$ cat src/design/cia_pkg.sv
// Shared types and constants for the chained integer ALU.
package cia_pkg;

	localparam int unsigned DATA_W = 32;
	localparam int unsigned CNT_W  = 5;
	localparam logic [CNT_W-1:0] LAST_STEP = CNT_W'(DATA_W - 1);

	typedef enum logic [2:0] {
		OP_ADD = 3'd0,
		OP_SUB = 3'd1,
		OP_MUL = 3'd2,
		OP_DIV = 3'd3,
		OP_REM = 3'd4,
		OP_POW = 3'd5
	} op_t;

	typedef enum logic [1:0] {
		S_IDLE,
		S_CALC,
		S_WRITE
	} state_t;

	typedef struct packed {
		logic load;
		logic step;
		logic commit;
	} dp_cmd_t;

	typedef struct packed {
		logic short_op;
	} dp_sts_t;

endpackage

$ cat src/design/cia_dp.sv
// Datapath: operands, shared multiplier, squarer, restoring divider and result register.
module cia_dp (
	input  logic                           clk,
	input  logic                           arst_n,
	input  cia_pkg::dp_cmd_t               cmd,
	output cia_pkg::dp_sts_t               sts,
	input  logic [2:0]                     opcode,
	input  logic signed [cia_pkg::DATA_W-1:0] operand_a,
	input  logic signed [cia_pkg::DATA_W-1:0] operand_b,
	input  logic                           chain,
	output logic signed [cia_pkg::DATA_W-1:0] result,
	output logic                           div_by_zero,
	output logic                           reciprocal
);

	localparam int unsigned W = cia_pkg::DATA_W;

	function automatic logic [W-1:0] abs_mag(input logic [W-1:0] v);
		abs_mag = v[W-1] ? (~v + W'(1)) : v;
	endfunction

	logic [2:0]   op_q;
	logic [W-1:0] a_q;
	logic [W-1:0] b_q;
	logic         a_neg_q;
	logic         b_neg_q;
	logic         dz_q;
	logic [W-1:0] acc_q;
	logic [W-1:0] base_q;
	logic [W-1:0] mag_q;
	logic [W-1:0] quo_q;
	logic [W-1:0] rem_q;
	logic [W-1:0] last_q;
	logic [W-1:0] res_q;
	logic         res_dz_q;
	logic         res_rc_q;

	logic [W-1:0]   a_sel;
	logic [W-1:0]   mul_sel;
	logic [2*W-1:0] prod;
	logic [2*W-1:0] sq;
	logic [W:0]     shifted;
	logic [W:0]     trial;
	logic [W-1:0]   res_d;
	logic           op_valid;

	assign a_sel   = chain ? last_q : operand_a;
	assign mul_sel = (op_q == cia_pkg::OP_MUL) ? b_q : base_q;
	assign prod    = {{W{1'b0}}, acc_q} * {{W{1'b0}}, mul_sel};
	assign sq      = {{W{1'b0}}, base_q} * {{W{1'b0}}, base_q};
	assign shifted = {rem_q, quo_q[W-1]};
	assign trial   = shifted - {1'b0, mag_q};

	always_comb begin
		sts.short_op = 1'b1;
		unique case (op_q)
			cia_pkg::OP_DIV, cia_pkg::OP_REM, cia_pkg::OP_POW: sts.short_op = dz_q;
			default: sts.short_op = 1'b1;
		endcase
	end

	always_comb begin
		res_d    = last_q;
		op_valid = 1'b1;
		unique case (op_q)
			cia_pkg::OP_ADD: res_d = a_q + b_q;
			cia_pkg::OP_SUB: res_d = a_q - b_q;
			cia_pkg::OP_MUL: res_d = acc_q;
			cia_pkg::OP_DIV: begin
				if (dz_q)
					res_d = '0;
				else
					res_d = (a_neg_q != b_neg_q) ? (~quo_q + W'(1)) : quo_q;
			end
			cia_pkg::OP_REM: begin
				if (dz_q)
					res_d = '0;
				else
					res_d = a_neg_q ? (~rem_q + W'(1)) : rem_q;
			end
			cia_pkg::OP_POW: res_d = acc_q;
			default: begin
				res_d    = last_q;
				op_valid = 1'b0;
			end
		endcase
	end

	always_ff @(posedge clk) begin
		if (cmd.load) begin
			op_q    <= opcode;
			a_q     <= a_sel;
			b_q     <= operand_b;
			a_neg_q <= a_sel[W-1];
			b_neg_q <= operand_b[W-1];
			dz_q    <= ((opcode == cia_pkg::OP_DIV) || (opcode == cia_pkg::OP_REM))
			           && (operand_b == '0);
			acc_q   <= (opcode == cia_pkg::OP_MUL) ? a_sel : W'(1);
			base_q  <= a_sel;
			mag_q   <= abs_mag(operand_b);
			quo_q   <= abs_mag(a_sel);
			rem_q   <= '0;
		end else if (cmd.step) begin
			unique case (op_q)
				cia_pkg::OP_MUL: acc_q <= prod[W-1:0];
				cia_pkg::OP_POW: begin
					if (mag_q[0])
						acc_q <= prod[W-1:0];
					base_q <= sq[W-1:0];
					mag_q  <= mag_q >> 1;
				end
				cia_pkg::OP_DIV, cia_pkg::OP_REM: begin
					// restoring step: keep the difference when it does not borrow
					if (!trial[W]) begin
						rem_q <= trial[W-1:0];
						quo_q <= {quo_q[W-2:0], 1'b1};
					end else begin
						rem_q <= shifted[W-1:0];
						quo_q <= {quo_q[W-2:0], 1'b0};
					end
				end
				default: ;
			endcase
		end
	end

	always_ff @(posedge clk or negedge arst_n) begin
		if (!arst_n) begin
			last_q <= '0;
		end else if (cmd.commit && op_valid) begin
			last_q <= res_d;
		end
	end

	always_ff @(posedge clk) begin
		if (cmd.commit) begin
			res_q    <= res_d;
			res_dz_q <= dz_q;
			res_rc_q <= (op_q == cia_pkg::OP_POW) && b_neg_q;
		end
	end

	assign result      = res_q;
	assign div_by_zero = res_dz_q;
	assign reciprocal  = res_rc_q;

endmodule

$ cat src/design/cia_ctrl.sv
// Controller: sequences load, iteration and write-back, and owns the output valid.
module cia_ctrl (
	input  logic              clk,
	input  logic              arst_n,
	input  logic              req_valid,
	output logic              req_stall,
	output logic              rsp_valid,
	input  logic              rsp_stall,
	output cia_pkg::dp_cmd_t  cmd,
	input  cia_pkg::dp_sts_t  sts
);

	cia_pkg::state_t state_q;
	cia_pkg::state_t state_d;
	logic [cia_pkg::CNT_W-1:0] cnt_q;
	logic out_vld_q;
	logic out_free;

	assign out_free = !out_vld_q || !rsp_stall;

	always_comb begin
		state_d = state_q;
		unique case (state_q)
			cia_pkg::S_IDLE:
				if (req_valid) state_d = cia_pkg::S_CALC;
			cia_pkg::S_CALC:
				if (sts.short_op || (cnt_q == cia_pkg::LAST_STEP)) state_d = cia_pkg::S_WRITE;
			cia_pkg::S_WRITE:
				if (out_free) state_d = cia_pkg::S_IDLE;
			default: state_d = cia_pkg::S_IDLE;
		endcase
	end

	always_comb begin
		cmd       = '0;
		req_stall = 1'b1;
		unique case (state_q)
			cia_pkg::S_IDLE: begin
				req_stall = 1'b0;
				cmd.load  = req_valid;
			end
			cia_pkg::S_CALC:  cmd.step   = 1'b1;
			cia_pkg::S_WRITE: cmd.commit = out_free;
			default: ;
		endcase
	end

	always_ff @(posedge clk or negedge arst_n) begin
		if (!arst_n) begin
			state_q   <= cia_pkg::S_IDLE;
			cnt_q     <= '0;
			out_vld_q <= 1'b0;
		end else begin
			state_q <= state_d;
			if (cmd.load)
				cnt_q <= '0;
			else if (cmd.step)
				cnt_q <= cnt_q + 1'b1;
			// hold the beat until taken, refill on commit
			if (cmd.commit)
				out_vld_q <= 1'b1;
			else if (!rsp_stall)
				out_vld_q <= 1'b0;
		end
	end

	assign rsp_valid = out_vld_q;

	a_commit_free: assert property (@(posedge clk) disable iff (!arst_n)
		cmd.commit |-> (!out_vld_q || !rsp_stall))
		else $error("commit overwrote a waiting result");

	a_load_to_calc: assert property (@(posedge clk) disable iff (!arst_n)
		cmd.load |=> (state_q == cia_pkg::S_CALC) && (cnt_q == '0))
		else $error("load did not start iteration");

	a_long_runs: assert property (@(posedge clk) disable iff (!arst_n)
		(state_q == cia_pkg::S_CALC && !sts.short_op && cnt_q != cia_pkg::LAST_STEP)
		|=> (state_q == cia_pkg::S_CALC))
		else $error("iteration ended early");

	a_commit_valid: assert property (@(posedge clk) disable iff (!arst_n)
		cmd.commit |=> rsp_valid)
		else $error("committed result not presented");

endmodule

$ cat src/design/chained_integer_alu_unit.sv
// Top level: chained integer ALU with add, subtract, multiply, divide, remainder and power.
// Add, subtract, multiply and a zero divisor end iteration after the first step; divide, remainder
// and power run 32 steps of the divider or square-and-multiply. Write-back waits while a result is stalled.
// One item in flight at a time; the result register frees the input for the next request.
// Reset (arst_n low, asynchronous): idle, no result pending, previous result cleared to 0.
module chained_integer_alu_unit (
	input  logic                              clk,
	input  logic                              arst_n,
	input  logic                              req_valid,
	output logic                              req_stall,
	input  logic [2:0]                        opcode,
	input  logic signed [cia_pkg::DATA_W-1:0] operand_a,
	input  logic signed [cia_pkg::DATA_W-1:0] operand_b,
	input  logic                              chain,
	output logic                              rsp_valid,
	input  logic                              rsp_stall,
	output logic signed [cia_pkg::DATA_W-1:0] result,
	output logic                              div_by_zero,
	output logic                              reciprocal
);

	cia_pkg::dp_cmd_t cmd;
	cia_pkg::dp_sts_t sts;

	cia_ctrl u_ctrl (
		.clk       (clk),
		.arst_n    (arst_n),
		.req_valid (req_valid),
		.req_stall (req_stall),
		.rsp_valid (rsp_valid),
		.rsp_stall (rsp_stall),
		.cmd       (cmd),
		.sts       (sts)
	);

	cia_dp u_dp (
		.clk         (clk),
		.arst_n      (arst_n),
		.cmd         (cmd),
		.sts         (sts),
		.opcode      (opcode),
		.operand_a   (operand_a),
		.operand_b   (operand_b),
		.chain       (chain),
		.result      (result),
		.div_by_zero (div_by_zero),
		.reciprocal  (reciprocal)
	);

endmodule

$ cat config.mk
export PLATFORM = sky130hd
export DESIGN_NAME = chained_integer_alu_unit
export DESIGN_NICKNAME = d
export VERILOG_FILES = /design/src/design/cia_pkg.sv /design/src/design/cia_dp.sv /design/src/design/cia_ctrl.sv /design/src/design/chained_integer_alu_unit.sv
export SDC_FILE = /design/constraint.sdc
export NUM_CORES = 2
export LEC_CHECK = 0
export BUFFER_PORTS_ARGS = -buffer_cell sky130_fd_sc_hd__buf_2
export CAP_MARGIN = 20
export CORE_MARGIN = 5
export CORE_UTILIZATION = 50
export CTS_CLUSTER_DIAMETER = 200
export DETAILED_ROUTE_END_ITERATION = 8
export PLACE_DENSITY_LB_ADDON = 0.12
export REMOVE_ABC_BUFFERS = 1
export SLEW_MARGIN = 20
export SYNTH_ARGS = -nofsm -noshare
export SYNTH_HDL_FRONTEND = slang
export SYNTH_SLANG_ARGS = --single-unit
export TNS_END_PERCENT = 10
$ cat constraint.sdc
create_clock -name clk -period 15.83 [get_ports clk]
set_input_delay 0.7915 -clock clk [delete_from_list [all_inputs] [get_ports clk]]
set_output_delay 0.7915 -clock clk [all_outputs]
set_load 0.02 [all_outputs]
==> flow_metrics.env <==
export IMPL_status="completed"
export IMPL_slowest_delay_ns=0.63
export IMPL_cts_hold_buf=0
export IMPL_cp_max_fo=34
export IMPL_ant_nets=0
export IMPL_grt_use_total=0.2940
export IMPL_busiest_layer="met2"
export IMPL_crit_arrival_ns=9.34
export IMPL_wire_per_inst_um=23.19
export IMPL_synthesis_instances=5151
export IMPL_htree_levels=2
export IMPL_cts_setup_buffers=0
export IMPL_die_h_um=319.9
export IMPL_fill_cells=8806
export IMPL_clk_latency_ns=0.59
export IMPL_finalWirelength_um=149200
export IMPL_use_met3=0.04445
export IMPL_end_kind="register"
export IMPL_max_freq_mhz=110.6
export IMPL_worst_path_most_repeated_cell="fa_1"
export IMPL_synthTopCellsByArea="fa_1 (32%), edfxtp_1 (14%), ha_1 (8.3%)"
export IMPL_slowest_stage="mux2_2"
export IMPL_die_x_um=319.9
export IMPL_cts_resized=0
export IMPL_nNetsFinal=6308
export IMPL_synth_cell_type_count=80
export IMPL_grt_max_degree=84
export IMPL_clock_root_buffer="clkbuf_16"
export IMPL_grt_pass1_vias=37810
export IMPL_fin_skew_ns=0.03199
export IMPL_hold_viol_final=0
export IMPL_drive_above_1_share=0.05996
export IMPL_setup_slack_ns=6.787
export IMPL_path_buf_inv=5
export IMPL_routabilityCongestion=0.9615
export IMPL_grt_util_met1=0.4106
export IMPL_port_buffers=107
export IMPL_ys_ff_latch=302
export IMPL_yosys_area_top_type="fa_1"
export IMPL_grt_setup_unrepaired="no"
export IMPL_slew_viol_final=0
export IMPL_first_iter_violations=3320
export IMPL_cts_tree="built"
export IMPL_dr_total_vias=36400
export IMPL_min_period_over_period=0.5713
export IMPL_die_area_sq_um=102300
export IMPL_ys_seq_area_frac=0.1780
export IMPL_fp_row_count=113
export IMPL_yosysWarningCount=0
export IMPL_cts_sinks=302
export IMPL_area_growth_pct=6.454
export IMPL_antenna_found_initial=10
export IMPL_worstPathRequired_ns=16.12
export IMPL_numCtsBuffers=37
export IMPL_hold_class="in2async"
export IMPL_firstDrtPassIters=6
export IMPL_synth_edff_count=230
export IMPL_async_reset_ff_frac=0.1325
export IMPL_cap_violations=0
export IMPL_worstMarginPinSlew_ns=1.187
export IMPL_io_pins=108
export IMPL_dpl_hpwl_um=115500
export IMPL_cp_top_family="adder cells"
export IMPL_syn_avg_cell_area_sq_um=9.322
export IMPL_coreArea_sq_um=95150
export IMPL_antenna_cells=0
export IMPL_gr_total_overflow=0
export IMPL_syn_cell_area_sq_um=48020
export IMPL_drcViolationCount=0
export IMPL_finalSetupViolCount=0
export IMPL_maxSlewHeadroom=0.1860
export IMPL_fin_crit_ns=9.043
export IMPL_synth_top_area_frac=0.3239
export IMPL_met2_usage=0.4767
export IMPL_tns_ns=0
export IMPL_critical_path_class="reg2reg"
export IMPL_synthFlopType="edfxtp_1"
export IMPL_pre_cts_slack_ns=6.923
export IMPL_critical_path_startpoint_type="register"
export IMPL_start_util=0.5046
export IMPL_ctsLongestPathBuffers=3
export IMPL_grt_pass1_wl_um=230700
export IMPL_via_per_inst=5.657
export IMPL_clk_pin_slew_ns=0.06
-- area by class of cell --
type,count,area (sq um),area share
clock buffers,47,994.7,0.01946
clock inverters,21,274.0,0.005361
repair buffers,174,1039,0.02032
well taps,1265,1583,0.03096
multi-input cells,3661,35050,0.6857
inverters,965,3627,0.07096
flip-flops and latches,302,8548,0.1672
-- sequential cells by signal, summed over array words and instances (netlist names), 5 cells and up --
| register | cells |
|---|---|
| u_dp.mag_q | 32 |
| u_dp.rem_q | 32 |
| u_dp.quo_q | 32 |
| u_ctrl.cnt_q | 5 |
| u_dp.b_q | 31 |
| u_dp.result | 32 |
| u_dp.last_q | 32 |
| u_dp.base_q | 32 |
| u_dp.a_q | 31 |
| u_dp.acc_q | 32 |
-- layer usage --
metal,part of all wire,vias to the layer above
li1,-,16280
met1,0.42,18300
met2,0.46,1507
met3,0.084,316
met4,0.038,4
met5,0.00023,-
-- cell usage in the layout, fill, tap and decap left out, drive strengths merged, types with 44 or more instances in the layout --
master	instances
o21ai	236
and2	421
xnor2	205
mux2	44
a21o	47
nor2	144
edfxtp	230
xor2	116
mux2i	64
inv	968
buf	174
nand2	607
a21oi	163
ha	318
fa	777
clkbuf	47
nor3	45
-- kinds of logic (layout without fill, tap and decap cells) --
group,Yosys count,after routing,synth area share
compound gates,716,716,0.09396
xor+xnor,322,322,0.05902
fa+ha+maj,1095,1095,0.4068
buf+inv,1188,1207,0.09323
flops,302,302,0.1780
mux,108,108,0.02382
simple gates,1420,1420,0.1451
-- cell usage after synthesis (64+ instances only) --
cell type,n
xor2_1,116
clkbuf_1,201
nor2_1,144
inv_1,964
edfxtp_1,230
mux2i_1,64
nand2_1,607
and2_1,420
xnor2_1,205
ha_1,318
o21ai_0,235
a21oi_1,162
fa_1,777
-- through the flow --
| step | hold WS [ns] | area (sq um) | instances | util |
|---|---|---|---|---|
| global placement | 0.4808 | 49850 | 6367 | 0.5239 |
| finish | 0.3274 | 51120 | 6435 | 0.5372 |
| CTS | 0.3258 | 51120 | 6435 | 0.5372 |
| floorplan | 0.4494 | 47160 | 4928 | - |
| global route | 0.3659 | 51120 | 6435 | 0.5372 |
| detailed placement | 0.4893 | 49850 | 6367 | 0.5239 |
-- worst register-to-register path: stages, from the launching register on --
cell	delay [ns]
edfxtp_1	0.62
nor3b_2	0.29
buf_4	0.46
mux2_2	0.65
and2_1	0.28
fa_1	0.53
inv_1	0.05
fa_1	0.47
fa_1	0.49
inv_1	0.05
fa_1	0.54
ha_1	0.23
ha_1	0.27
inv_1	0.04
fa_1	0.48
inv_1	0.05
fa_1	0.43
ha_1	0.33
o21a_1	0.13
a2111oi_0	0.53
o21ai_0	0.40
a21oi_1	0.36
o21ai_0	0.23
o41a_1	0.39
a31oi_1	0.22
xor2_1	0.16
o22ai_1	0.09
-- path summary, 6_finish.rpt --
path | slack, ns | cells past startpoint | endpoint | from
setup reg to reg | 6.79 | 26 | u_dp.acc_q[30]$_DFFE_PP_ | u_dp.op_q[2]$_DFFE_PP_
hold / removal | 0.33 | 2 | u_ctrl.cnt_q[0]$_DFFE_PN0N_ | arst_n
max in group asynchronous | 14.98 | 2 | u_dp.last_q[31]$_DFFE_PN0P_ | arst_n
hold reg to reg | 0.50 | 1 | u_ctrl.cnt_q[3]$_DFFE_PN0N_ | u_ctrl.cnt_q[3]$_DFFE_PN0N_
setup / recovery | 6.79 | 26 | u_dp.acc_q[30]$_DFFE_PP_ | u_dp.op_q[2]$_DFFE_PP_
min in group clk | 0.43 | 1 | u_dp.b_q[14]$_DFFE_PP_ | operand_b[14]
Power is not shown: default switching activity piles up to over one toggle a cycle in this logic, so the estimate is an artifact.
